==> config.mk <==
export PLATFORM = sky130hd
export DESIGN_NAME = crc8_length_frame_receiver
export DESIGN_NICKNAME = d
export VERILOG_FILES = /design/src/rtl/crc8lf_pkg.sv /design/src/rtl/crc8lf_front.sv /design/src/rtl/crc8lf_fifo.sv /design/src/rtl/crc8lf_back.sv /design/src/rtl/crc8_length_frame_receiver.sv
export SDC_FILE = /design/constraint.sdc
export NUM_CORES = 1
export LEC_CHECK = 0
export ABC_AREA = 1
export BUFFER_PORTS_ARGS = -buffer_cell sky130_fd_sc_hd__buf_2
export CAP_MARGIN = 5
export CORE_MARGIN = 4
export CORE_UTILIZATION = 40
export CTS_CLUSTER_SIZE = 16
export DETAILED_ROUTE_END_ITERATION = 10
export PLACE_DENSITY_LB_ADDON = 0.08
export SLEW_MARGIN = 20
export SYNTH_ARGS = -nofsm -noshare
export SYNTH_HDL_FRONTEND = slang
export SYNTH_SLANG_ARGS = --single-unit
==> constraint.sdc <==
create_clock -name aclk -period 2.7 [get_ports aclk]
set_clock_uncertainty 0.05 [all_clocks]
set_input_delay 0.27 -clock aclk [delete_from_list [all_inputs] [get_ports aclk]]
set_output_delay 0.27 -clock aclk [all_outputs]
set_load 0.02 [all_outputs]
==> src/rtl/crc8lf_pkg.sv <==
// ----------------------------------------------------------------------------
// crc8lf_pkg
// Shared types, codes and the CRC-8 byte update for the length-prefixed
// frame receiver.
// ----------------------------------------------------------------------------
package crc8lf_pkg;

    // CRC-8 (reflected 0x8C form) constants
    localparam logic [7:0] CRC_TOP = 8'h80;
    localparam logic [7:0] CRC_TAP = 8'h18;
    localparam logic [7:0] CRC_LSB = 8'h01;

    // Default depth of the queue between front and back
    localparam int QUEUE_DEPTH = 2;

    // Register map (index = paddr[4:2])
    localparam int          ADDR_W        = 5;
    localparam logic [2:0] REG_START_MARKER = 3'd0;
    localparam logic [2:0] REG_MAX_FRAME    = 3'd1;
    localparam logic [2:0] REG_EXP_ADDRESS  = 3'd2;
    localparam logic [2:0] REG_EXP_COMMAND  = 3'd3;
    localparam logic [2:0] REG_CHECK_EN     = 3'd4;

    // Reset values of the registers
    localparam logic [7:0] RST_START_MARKER = 8'd27;
    localparam logic [8:0] RST_MAX_FRAME    = 9'd32;
    localparam logic [7:0] RST_EXP_ADDRESS  = 8'd16;
    localparam logic [7:0] RST_EXP_COMMAND  = 8'd0;
    localparam logic [1:0] RST_CHECK_EN     = 2'd0;

    // Shortest legal length byte
    localparam logic [7:0] MIN_LENGTH = 8'd4;

    // Frame status codes
    typedef enum logic [2:0] {
        ST_OK        = 3'd0,
        ST_BAD_START = 3'd1,
        ST_SHORT     = 3'd2,
        ST_LONG      = 3'd3,
        ST_BAD_ADDR  = 3'd4,
        ST_BAD_CMD   = 3'd5,
        ST_BAD_CRC   = 3'd6
    } status_t;

    // Role of one byte within its frame, decided by the front
    typedef enum logic [2:0] {
        KIND_START  = 3'd0,
        KIND_LENGTH = 3'd1,
        KIND_ADDR   = 3'd2,
        KIND_CMD    = 3'd3,
        KIND_BODY   = 3'd4,
        KIND_LAST   = 3'd5,
        KIND_LONG   = 3'd6,
        KIND_SHORT  = 3'd7
    } kind_t;

    // One queue entry: classified byte
    typedef struct packed {
        kind_t      kind;
        logic [7:0] data;
    } entry_t;

    // Configuration seen by the back
    typedef struct packed {
        logic [7:0] start_marker;
        logic [7:0] expected_address;
        logic [7:0] expected_command;
        logic [1:0] check_enables;
    } cfg_t;

    // Byte-wide CRC-8 update, LSB first
    function automatic logic [7:0] crc_add(input logic [7:0] crc_in,
                                           input logic [7:0] b_in);
        logic [7:0] crc;
        logic [7:0] b;
        crc = crc_in;
        b   = b_in;
        for (int k = 0; k < 8; k++) begin
            if (((b ^ crc) & CRC_LSB) != 8'd0) begin
                crc = CRC_TOP | ((crc ^ CRC_TAP) >> 1);
            end else begin
                crc = crc >> 1;
            end
            b = b >> 1;
        end
        return crc;
    endfunction

endpackage

==> src/rtl/crc8lf_front.sv <==
// ----------------------------------------------------------------------------
// crc8lf_front
// Accepts received bytes, tracks position within the frame and tags each
// byte with its role before it goes into the queue.
// ----------------------------------------------------------------------------
module crc8lf_front (
    input  logic                 aclk,
    input  logic                 aresetn,
    input  logic                 s_valid,
    output logic                 s_ready,
    input  logic [7:0]           s_rx_byte,
    input  logic [8:0]           max_frame_bytes,
    input  logic                 q_full,
    output logic                 q_push,
    output crc8lf_pkg::entry_t   q_entry
);
    import crc8lf_pkg::*;

    logic [7:0] pos_reg,   pos_next;
    logic [8:0] total_reg, total_next;
    logic [8:0] len_total;
    logic [8:0] pos_plus;

    assign s_ready   = !q_full;
    assign q_push    = s_valid && !q_full;
    assign len_total = {1'b0, s_rx_byte} + 9'd1;
    assign pos_plus  = {1'b0, pos_reg} + 9'd1;

    // classify the beat and advance the frame position
    always_comb begin
        pos_next     = pos_reg;
        total_next   = total_reg;
        q_entry.data = s_rx_byte;
        q_entry.kind = KIND_BODY;
        priority if (pos_reg == 8'd0) begin
            q_entry.kind = KIND_START;
            pos_next     = 8'd1;
        end else if (pos_reg == 8'd1) begin
            // too long wins over too short
            if (len_total > max_frame_bytes) begin
                q_entry.kind = KIND_LONG;
                pos_next     = 8'd0;
            end else if (s_rx_byte < MIN_LENGTH) begin
                q_entry.kind = KIND_SHORT;
                pos_next     = 8'd0;
            end else begin
                q_entry.kind = KIND_LENGTH;
                pos_next     = 8'd2;
                total_next   = len_total;
            end
        end else if (pos_plus >= total_reg) begin
            q_entry.kind = KIND_LAST;
            pos_next     = 8'd0;
        end else begin
            if (pos_reg == 8'd2) begin
                q_entry.kind = KIND_ADDR;
            end else if (pos_reg == 8'd3) begin
                q_entry.kind = KIND_CMD;
            end else begin
                q_entry.kind = KIND_BODY;
            end
            pos_next = pos_plus[7:0];
        end
    end

    always_ff @(posedge aclk) begin
        if (!aresetn) begin
            pos_reg   <= 8'd0;
            total_reg <= 9'd0;
        end else if (q_push) begin
            pos_reg   <= pos_next;
            total_reg <= total_next;
        end
    end

endmodule

==> src/rtl/crc8lf_fifo.sv <==
// ----------------------------------------------------------------------------
// crc8lf_fifo
// Short queue of classified bytes between front and back.
// ----------------------------------------------------------------------------
module crc8lf_fifo #(
    parameter int DEPTH = 2
) (
    input  logic                 aclk,
    input  logic                 aresetn,
    input  logic                 push,
    input  crc8lf_pkg::entry_t   push_entry,
    output logic                 full,
    input  logic                 pop,
    output logic                 not_empty,
    output crc8lf_pkg::entry_t   head
);
    import crc8lf_pkg::*;

    localparam int PW = (DEPTH > 1) ? $clog2(DEPTH) : 1;
    localparam int CW = $clog2(DEPTH + 1);
    localparam logic [PW-1:0] LAST_SLOT = PW'(DEPTH - 1);
    localparam logic [CW-1:0] FULL_CNT  = CW'(DEPTH);

    entry_t          mem [DEPTH];
    logic [PW-1:0]   wr_ptr_reg, rd_ptr_reg;
    logic [CW-1:0]   count_reg,  count_next;
    logic            do_pop;

    assign full      = (count_reg == FULL_CNT);
    assign not_empty = (count_reg != '0);
    assign do_pop    = pop && not_empty;
    assign head      = mem[rd_ptr_reg];

    always_comb begin
        count_next = count_reg;
        if (push && !do_pop) begin
            count_next = count_reg + CW'(1);
        end else if (!push && do_pop) begin
            count_next = count_reg - CW'(1);
        end
    end

    // pointers and fill count
    always_ff @(posedge aclk) begin
        if (!aresetn) begin
            wr_ptr_reg <= '0;
            rd_ptr_reg <= '0;
            count_reg  <= '0;
        end else begin
            count_reg <= count_next;
            if (push) begin
                wr_ptr_reg <= (wr_ptr_reg == LAST_SLOT) ? '0 : wr_ptr_reg + PW'(1);
            end
            if (do_pop) begin
                rd_ptr_reg <= (rd_ptr_reg == LAST_SLOT) ? '0 : rd_ptr_reg + PW'(1);
            end
        end
    end

    // storage
    always_ff @(posedge aclk) begin
        if (push) begin
            mem[wr_ptr_reg] <= push_entry;
        end
    end

`ifndef NO_ASSERTIONS
    a_count_bound: assert property (@(posedge aclk) disable iff (!aresetn)
        count_reg <= FULL_CNT)
        else $error("queue count beyond depth");
    a_no_overflow: assert property (@(posedge aclk) disable iff (!aresetn)
        full |-> !push)
        else $error("push into full queue");
    a_count_step: assert property (@(posedge aclk) disable iff (!aresetn)
        (push && !do_pop) |=> count_reg == $past(count_reg) + CW'(1))
        else $error("queue count did not follow push");
`endif

endmodule

==> src/rtl/crc8lf_back.sv <==
// ----------------------------------------------------------------------------
// crc8lf_back
// Runs the CRC over queued bytes, holds header fields and issues one status
// beat per frame through an output register.
// ----------------------------------------------------------------------------
module crc8lf_back (
    input  logic                 aclk,
    input  logic                 aresetn,
    input  crc8lf_pkg::cfg_t     cfg,
    input  logic                 q_not_empty,
    input  crc8lf_pkg::entry_t   q_head,
    output logic                 q_pop,
    output logic                 m_valid,
    input  logic                 m_ready,
    output logic [2:0]           m_frame_status,
    output logic [7:0]           m_frame_address,
    output logic [7:0]           m_frame_command,
    output logic [7:0]           m_frame_length
);
    import crc8lf_pkg::*;

    logic [7:0] crc_reg;
    logic       start_ok_reg;
    logic [7:0] addr_reg, cmd_reg, len_reg;
    logic [7:0] crc_base, crc_upd;

    logic       m_valid_reg;
    status_t    status_reg, status_next;
    logic [7:0] oaddr_reg, oaddr_next;
    logic [7:0] ocmd_reg,  ocmd_next;
    logic [7:0] olen_reg,  olen_next;

    logic       emits;
    logic       out_free;

    assign out_free = !m_valid_reg || m_ready;
    assign emits    = (q_head.kind == KIND_LAST) || (q_head.kind == KIND_LONG) ||
                      (q_head.kind == KIND_SHORT);
    assign q_pop    = q_not_empty && (!emits || out_free);

    assign crc_base = (q_head.kind == KIND_START) ? 8'd0 : crc_reg;
    assign crc_upd  = crc_add(crc_base, q_head.data);

    // result of a frame-ending beat
    always_comb begin
        oaddr_next  = addr_reg;
        ocmd_next   = cmd_reg;
        olen_next   = len_reg;
        status_next = ST_OK;
        unique case (q_head.kind)
            KIND_LONG, KIND_SHORT: begin
                oaddr_next  = 8'd0;
                ocmd_next   = 8'd0;
                olen_next   = q_head.data;
                status_next = (q_head.kind == KIND_LONG) ? ST_LONG : ST_SHORT;
            end
            default: begin
                priority if (!start_ok_reg) begin
                    status_next = ST_BAD_START;
                end else if (cfg.check_enables[0] && addr_reg != cfg.expected_address) begin
                    status_next = ST_BAD_ADDR;
                end else if (cfg.check_enables[1] && cmd_reg != cfg.expected_command) begin
                    status_next = ST_BAD_CMD;
                end else if (q_head.data != crc_reg) begin
                    status_next = ST_BAD_CRC;
                end else begin
                    status_next = ST_OK;
                end
            end
        endcase
    end

    // frame state
    always_ff @(posedge aclk) begin
        if (q_pop) begin
            unique case (q_head.kind)
                KIND_START: begin
                    start_ok_reg <= (q_head.data == cfg.start_marker);
                    crc_reg      <= crc_upd;
                end
                KIND_LENGTH: begin
                    len_reg <= q_head.data;
                    crc_reg <= crc_upd;
                end
                KIND_ADDR: begin
                    addr_reg <= q_head.data;
                    crc_reg  <= crc_upd;
                end
                KIND_CMD: begin
                    cmd_reg <= q_head.data;
                    crc_reg <= crc_upd;
                end
                KIND_BODY: begin
                    crc_reg <= crc_upd;
                end
                default: begin
                end
            endcase
        end
    end

    // output register
    always_ff @(posedge aclk) begin
        if (!aresetn) begin
            m_valid_reg <= 1'b0;
        end else if (q_pop && emits) begin
            m_valid_reg <= 1'b1;
        end else if (m_ready) begin
            m_valid_reg <= 1'b0;
        end
    end

    always_ff @(posedge aclk) begin
        if (q_pop && emits) begin
            status_reg <= status_next;
            oaddr_reg  <= oaddr_next;
            ocmd_reg   <= ocmd_next;
            olen_reg   <= olen_next;
        end
    end

    assign m_valid         = m_valid_reg;
    assign m_frame_status  = status_reg;
    assign m_frame_address = oaddr_reg;
    assign m_frame_command = ocmd_reg;
    assign m_frame_length  = olen_reg;

`ifndef NO_ASSERTIONS
    a_short_len: assert property (@(posedge aclk) disable iff (!aresetn)
        (m_valid_reg && status_reg == ST_SHORT) |-> olen_reg < MIN_LENGTH)
        else $error("too short reported for legal length");
    a_early_hdr: assert property (@(posedge aclk) disable iff (!aresetn)
        (m_valid_reg && (status_reg == ST_SHORT || status_reg == ST_LONG))
        |-> (oaddr_reg == 8'd0 && ocmd_reg == 8'd0))
        else $error("early end carries header bytes");
    a_no_drop: assert property (@(posedge aclk) disable iff (!aresetn)
        (q_pop && emits) |-> out_free)
        else $error("result overwrites pending beat");
`endif

endmodule

==> src/rtl/crc8_length_frame_receiver.sv <==
// A status beat is registered: the last byte of its frame passes through the
//   queue and is popped from it into the output register.
// Throughput: one byte per cycle while the queue has room; the byte-wide CRC
//   update sits in the back. A stalled output backs up through the queue to s_ready.
// Reset (aresetn low, synchronous) restores register defaults, empties the
//   queue and returns the receiver to waiting for a start byte.
// ----------------------------------------------------------------------------
// crc8_length_frame_receiver
// Length-prefixed frame receiver with CRC-8 check and APB register port.
// ----------------------------------------------------------------------------
module crc8_length_frame_receiver #(
    parameter int FIFO_DEPTH = crc8lf_pkg::QUEUE_DEPTH
) (
    input  logic                          aclk,
    input  logic                          aresetn,
    // byte input
    input  logic                          s_valid,
    output logic                          s_ready,
    input  logic [7:0]                    s_rx_byte,
    // status output
    output logic                          m_valid,
    input  logic                          m_ready,
    output logic [2:0]                    m_frame_status,
    output logic [7:0]                    m_frame_address,
    output logic [7:0]                    m_frame_command,
    output logic [7:0]                    m_frame_length,
    // register port
    input  logic                          psel,
    input  logic                          penable,
    input  logic                          pwrite,
    input  logic [crc8lf_pkg::ADDR_W-1:0] paddr,
    input  logic [31:0]                   pwdata,
    output logic [31:0]                   prdata,
    output logic                          pready
);
    import crc8lf_pkg::*;

    logic [7:0] start_marker_reg;
    logic [8:0] max_frame_reg;
    logic [7:0] exp_addr_reg;
    logic [7:0] exp_cmd_reg;
    logic [1:0] check_en_reg;
    logic       wr_en;
    logic [2:0] reg_idx;
    cfg_t       cfg;

    logic       q_full, q_push, q_pop, q_not_empty;
    entry_t     q_entry, q_head;

    assign pready  = 1'b1;
    assign wr_en   = psel && penable && pwrite && pready;
    assign reg_idx = paddr[4:2];

    // register writes
    always_ff @(posedge aclk) begin
        if (!aresetn) begin
            start_marker_reg <= RST_START_MARKER;
            max_frame_reg    <= RST_MAX_FRAME;
            exp_addr_reg     <= RST_EXP_ADDRESS;
            exp_cmd_reg      <= RST_EXP_COMMAND;
            check_en_reg     <= RST_CHECK_EN;
        end else if (wr_en) begin
            unique case (reg_idx)
                REG_START_MARKER: start_marker_reg <= pwdata[7:0];
                REG_MAX_FRAME:    max_frame_reg    <= pwdata[8:0];
                REG_EXP_ADDRESS:  exp_addr_reg     <= pwdata[7:0];
                REG_EXP_COMMAND:  exp_cmd_reg      <= pwdata[7:0];
                REG_CHECK_EN:     check_en_reg     <= pwdata[1:0];
                default: begin
                end
            endcase
        end
    end

    // register reads
    always_comb begin
        unique case (reg_idx)
            REG_START_MARKER: prdata = {24'd0, start_marker_reg};
            REG_MAX_FRAME:    prdata = {23'd0, max_frame_reg};
            REG_EXP_ADDRESS:  prdata = {24'd0, exp_addr_reg};
            REG_EXP_COMMAND:  prdata = {24'd0, exp_cmd_reg};
            REG_CHECK_EN:     prdata = {30'd0, check_en_reg};
            default:          prdata = 32'd0;
        endcase
    end

    assign cfg.start_marker     = start_marker_reg;
    assign cfg.expected_address = exp_addr_reg;
    assign cfg.expected_command = exp_cmd_reg;
    assign cfg.check_enables    = check_en_reg;

    crc8lf_front u_front (
        .aclk            (aclk),
        .aresetn         (aresetn),
        .s_valid         (s_valid),
        .s_ready         (s_ready),
        .s_rx_byte       (s_rx_byte),
        .max_frame_bytes (max_frame_reg),
        .q_full          (q_full),
        .q_push          (q_push),
        .q_entry         (q_entry)
    );

    crc8lf_fifo #(
        .DEPTH (FIFO_DEPTH)
    ) u_fifo (
        .aclk       (aclk),
        .aresetn    (aresetn),
        .push       (q_push),
        .push_entry (q_entry),
        .full       (q_full),
        .pop        (q_pop),
        .not_empty  (q_not_empty),
        .head       (q_head)
    );

    crc8lf_back u_back (
        .aclk            (aclk),
        .aresetn         (aresetn),
        .cfg             (cfg),
        .q_not_empty     (q_not_empty),
        .q_head          (q_head),
        .q_pop           (q_pop),
        .m_valid         (m_valid),
        .m_ready         (m_ready),
        .m_frame_status  (m_frame_status),
        .m_frame_address (m_frame_address),
        .m_frame_command (m_frame_command),
        .m_frame_length  (m_frame_length)
    );

endmodule
==> flow_summary.ini <==
[outcome]
status = completed

[clocking]
htreeDepth = 4
cts-root-buf = clkbuf_16
clk_path_buf_depth = 2
clk_pin_slew_worst_paths_ns = 0.06
cts_buffers = 17
numClockSinks = 140
worstSkewPairLatency_ns = 0.41
cts_tree = built

[detailed_routing]
num_vias = 5860
detail_route.wl_per_cell_um = 15.4
first_iter_violations = 359
routed-wl-met3_um = 848
ant_nets = 0
drt-total-wl_mm = 18.8
viasPerCell = 4.81
drc_errors = 0
top_layer_used = met4
wl_met2_mm = 8.72
drt-pass1-iter-count = 5
wl_met1_mm = 8.82

[critical_path]
worst-path-max-fanout = 6
r2r_cells = 16
regToRegEndpoint = u_front.pos_reg[6]
critical_path_class = reg2reg
r2r_slack_ns = 0.13
endpoint_kind = flop
startpoint_type = flop
critPathCapture = u_front.pos_reg[6]
reg2reg_from = u_front.pos_reg[1]
worstPathArrival_ns = 2.86
crit_start = u_front.pos_reg[1]
cp_data_required_time_ns = 2.99

[global_route]
first_global_vias = 5565
grt_pass1_wl_mm = 29.6
grt_overflow = 0
gr-usage-all-layers_pct = 18.7
grt_max_degree = 48
antenna_found_initial = 0

[job]
cap_violations = 0

[synth]
synthArstFlopShare_pct = 0
synthFlopType = edfxtp_1
synth.distinct_cells = 42
synth_seq_cells = 140
seq_area_frac_synth_pct = 48.7
syn_area_per_cell_um2 = 8.64
synth_common_cells = 156 x nand2_1, 110 x inv_1, 94 x nor2_1
yosysWarnings = 0
synth_top_area_share_pct = 33.1
synth.most_common_cell = nand2_1
synth.area.top_cells = edfxtp_1 33%, dfxtp_1 16%, nand2_1 7.9%
synth_largest_area_cell = edfxtp_1
synth.cell_area_um2 = 7440
synth_edf_count = 82
postSynthCellCount = 861

[power]
vdd_drop_max_v = 0.000491
seqPwrFrac_pct = 34.2
intPower_mw = 5.37
power.share.combinational_pct = 42.5
p_sw_mw = 3.63
p_sw_share_pct = 40.4
leakage_nw = 3.88
power.share.clock_pct = 23.3
power_per_cell_area_nw_per_um2 = 1000
power.total_mw = 8.99

[layout]
largest_reg_flops = 22
nNetsFinal = 1055
antenna_cells = 0
drive_gt1_share_pct = 23.4
area_growth_pct = 20.4

[placed_design]
place_congestion = 0.907
port_buffers = 64
pre_cts_slack_ns = -0.215
dp_hpwl_mm = 14.2

[die]
rows = 49
num_io_pins = 114
fp.dieW_um = 144
core_um2 = 18100
dieArea_um2 = 20800
initial_core_util_pct = 41.0
dieHeight_um = 144

[timing]
max-slew-margin-rel_pct = 48.4
fin_crit_ns = 2.57
final.setup.worst_slack_ns = 0.131
hold_viol_final = 0
timing.fmax_mhz = 389
finalSetupViolCount = 0
period_share_pct = 95.2
finalHoldWorstSlack_ns = 0.0721
maxSlewViolCount = 0
fin_setup_tns_ns = 0
worstMarginPinSlew_ns = 0.770

[hold_path]
hold_class = in2reg
power groups by stage:
stage               Combinational, mW  Clock, mW  Sequential, mW
floorplan                        2.68          0            3.27
global placement                 3.79          0            3.12
detailed placement               3.80          0            3.12
CTS                              3.84       2.14            3.08
global route                     4.31       2.24            3.11
finish                           3.82       2.09            3.08
what timing repair did:
| item | in CTS | in global routing |
|---|---|---|
| setup buffers | 7 | 1 |
| endpoints found under the setup margin | 8 | 23 |
| resized for setup | 11 | 31 |
| cloned | 0 | 1 |
| hold buffers | 0 | 0 |
| pin swaps | 7 | 7 |
cell usage in the layout, fill, tap and decap left out, types with 42 or more instances in the layout:
master,n
nand3_1,43
o21ai_0,55
inv_1,108
edfxtp_1,82
nor2_1,88
buf_2,64
nand2_1,155
a21oi_1,42
dfxtp_1,54
buf_4,48
metrics by stage:
stage / cells / cell area, µm² / util, %
2_1_floorplan: 883 / 7520 / -
4_1_cts: 1217 / 8810 / 48.6
5_1_grt: 1219 / 8950 / 49.3
6_report: 1219 / 8950 / 49.3
3_5_place_dp: 1179 / 8190 / 45.1
3_3_place_gp: 1179 / 8190 / 45.1
per-layer routing:
layer / up-vias / track usage [%]
met5: - / 0
met4: 0 / 6.38
met3: 24 / 3.17
met2: 147 / 30.5
met1: 2653 / 25.2
li1: 3036 / -
worst min-delay path by stage:
stage                      startpoint                   end  slack (ns)  cells after the start
detailed placement  u_fifo.rd_ptr_reg                  flop        0.39                      1
global route             s_rx_byte[6]      u_fifo.mem[0][6]        0.06                      1
floorplan                s_rx_byte[0]  u_front.total_reg[0]        0.31                      1
CTS                      s_rx_byte[6]      u_fifo.mem[0][6]        0.05                      1
finish                   s_rx_byte[6]      u_fifo.mem[0][6]        0.07                      1
global placement    u_fifo.rd_ptr_reg     u_fifo.rd_ptr_reg        0.39                      1
critical path, stage by stage (launching register included):
cell,delay [ns]
dfxtp_4,0.38
nand3_4,0.09
nor2_4,0.11
nand3_2,0.09
nor2_2,0.13
xor2_1,0.22
ha_1,0.28
nand2_1,0.10
o21a_1,0.14
nand4_1,0.12
nor2_1,0.14
inv_1,0.09
buf_4,0.14
nor2_2,0.09
buf_6,0.14
nand2_1,0.07
a21oi_2,0.11
cells by family after synthesis:
group	share of synthesized area, %
buffers and inverters	9.49
xor gates and xnor gates	4.00
other	0.101
adders and majority gates	4.21
AOI/OAI and AO/OA	9.84
and+or+nand+nor	23.6
DFF	48.7
final cells by class:
type	instances	area (µm²)
Clock inverter	12	92.6
Clock buffer	19	433
Tap cell	229	287
Fill cell	1740	9200
Timing Repair Buffer	114	712
Inverter	118	443
Multi-Input combinational cell	587	3350
Sequential cell	140	3640
Power figures use the tool's default switching activity.
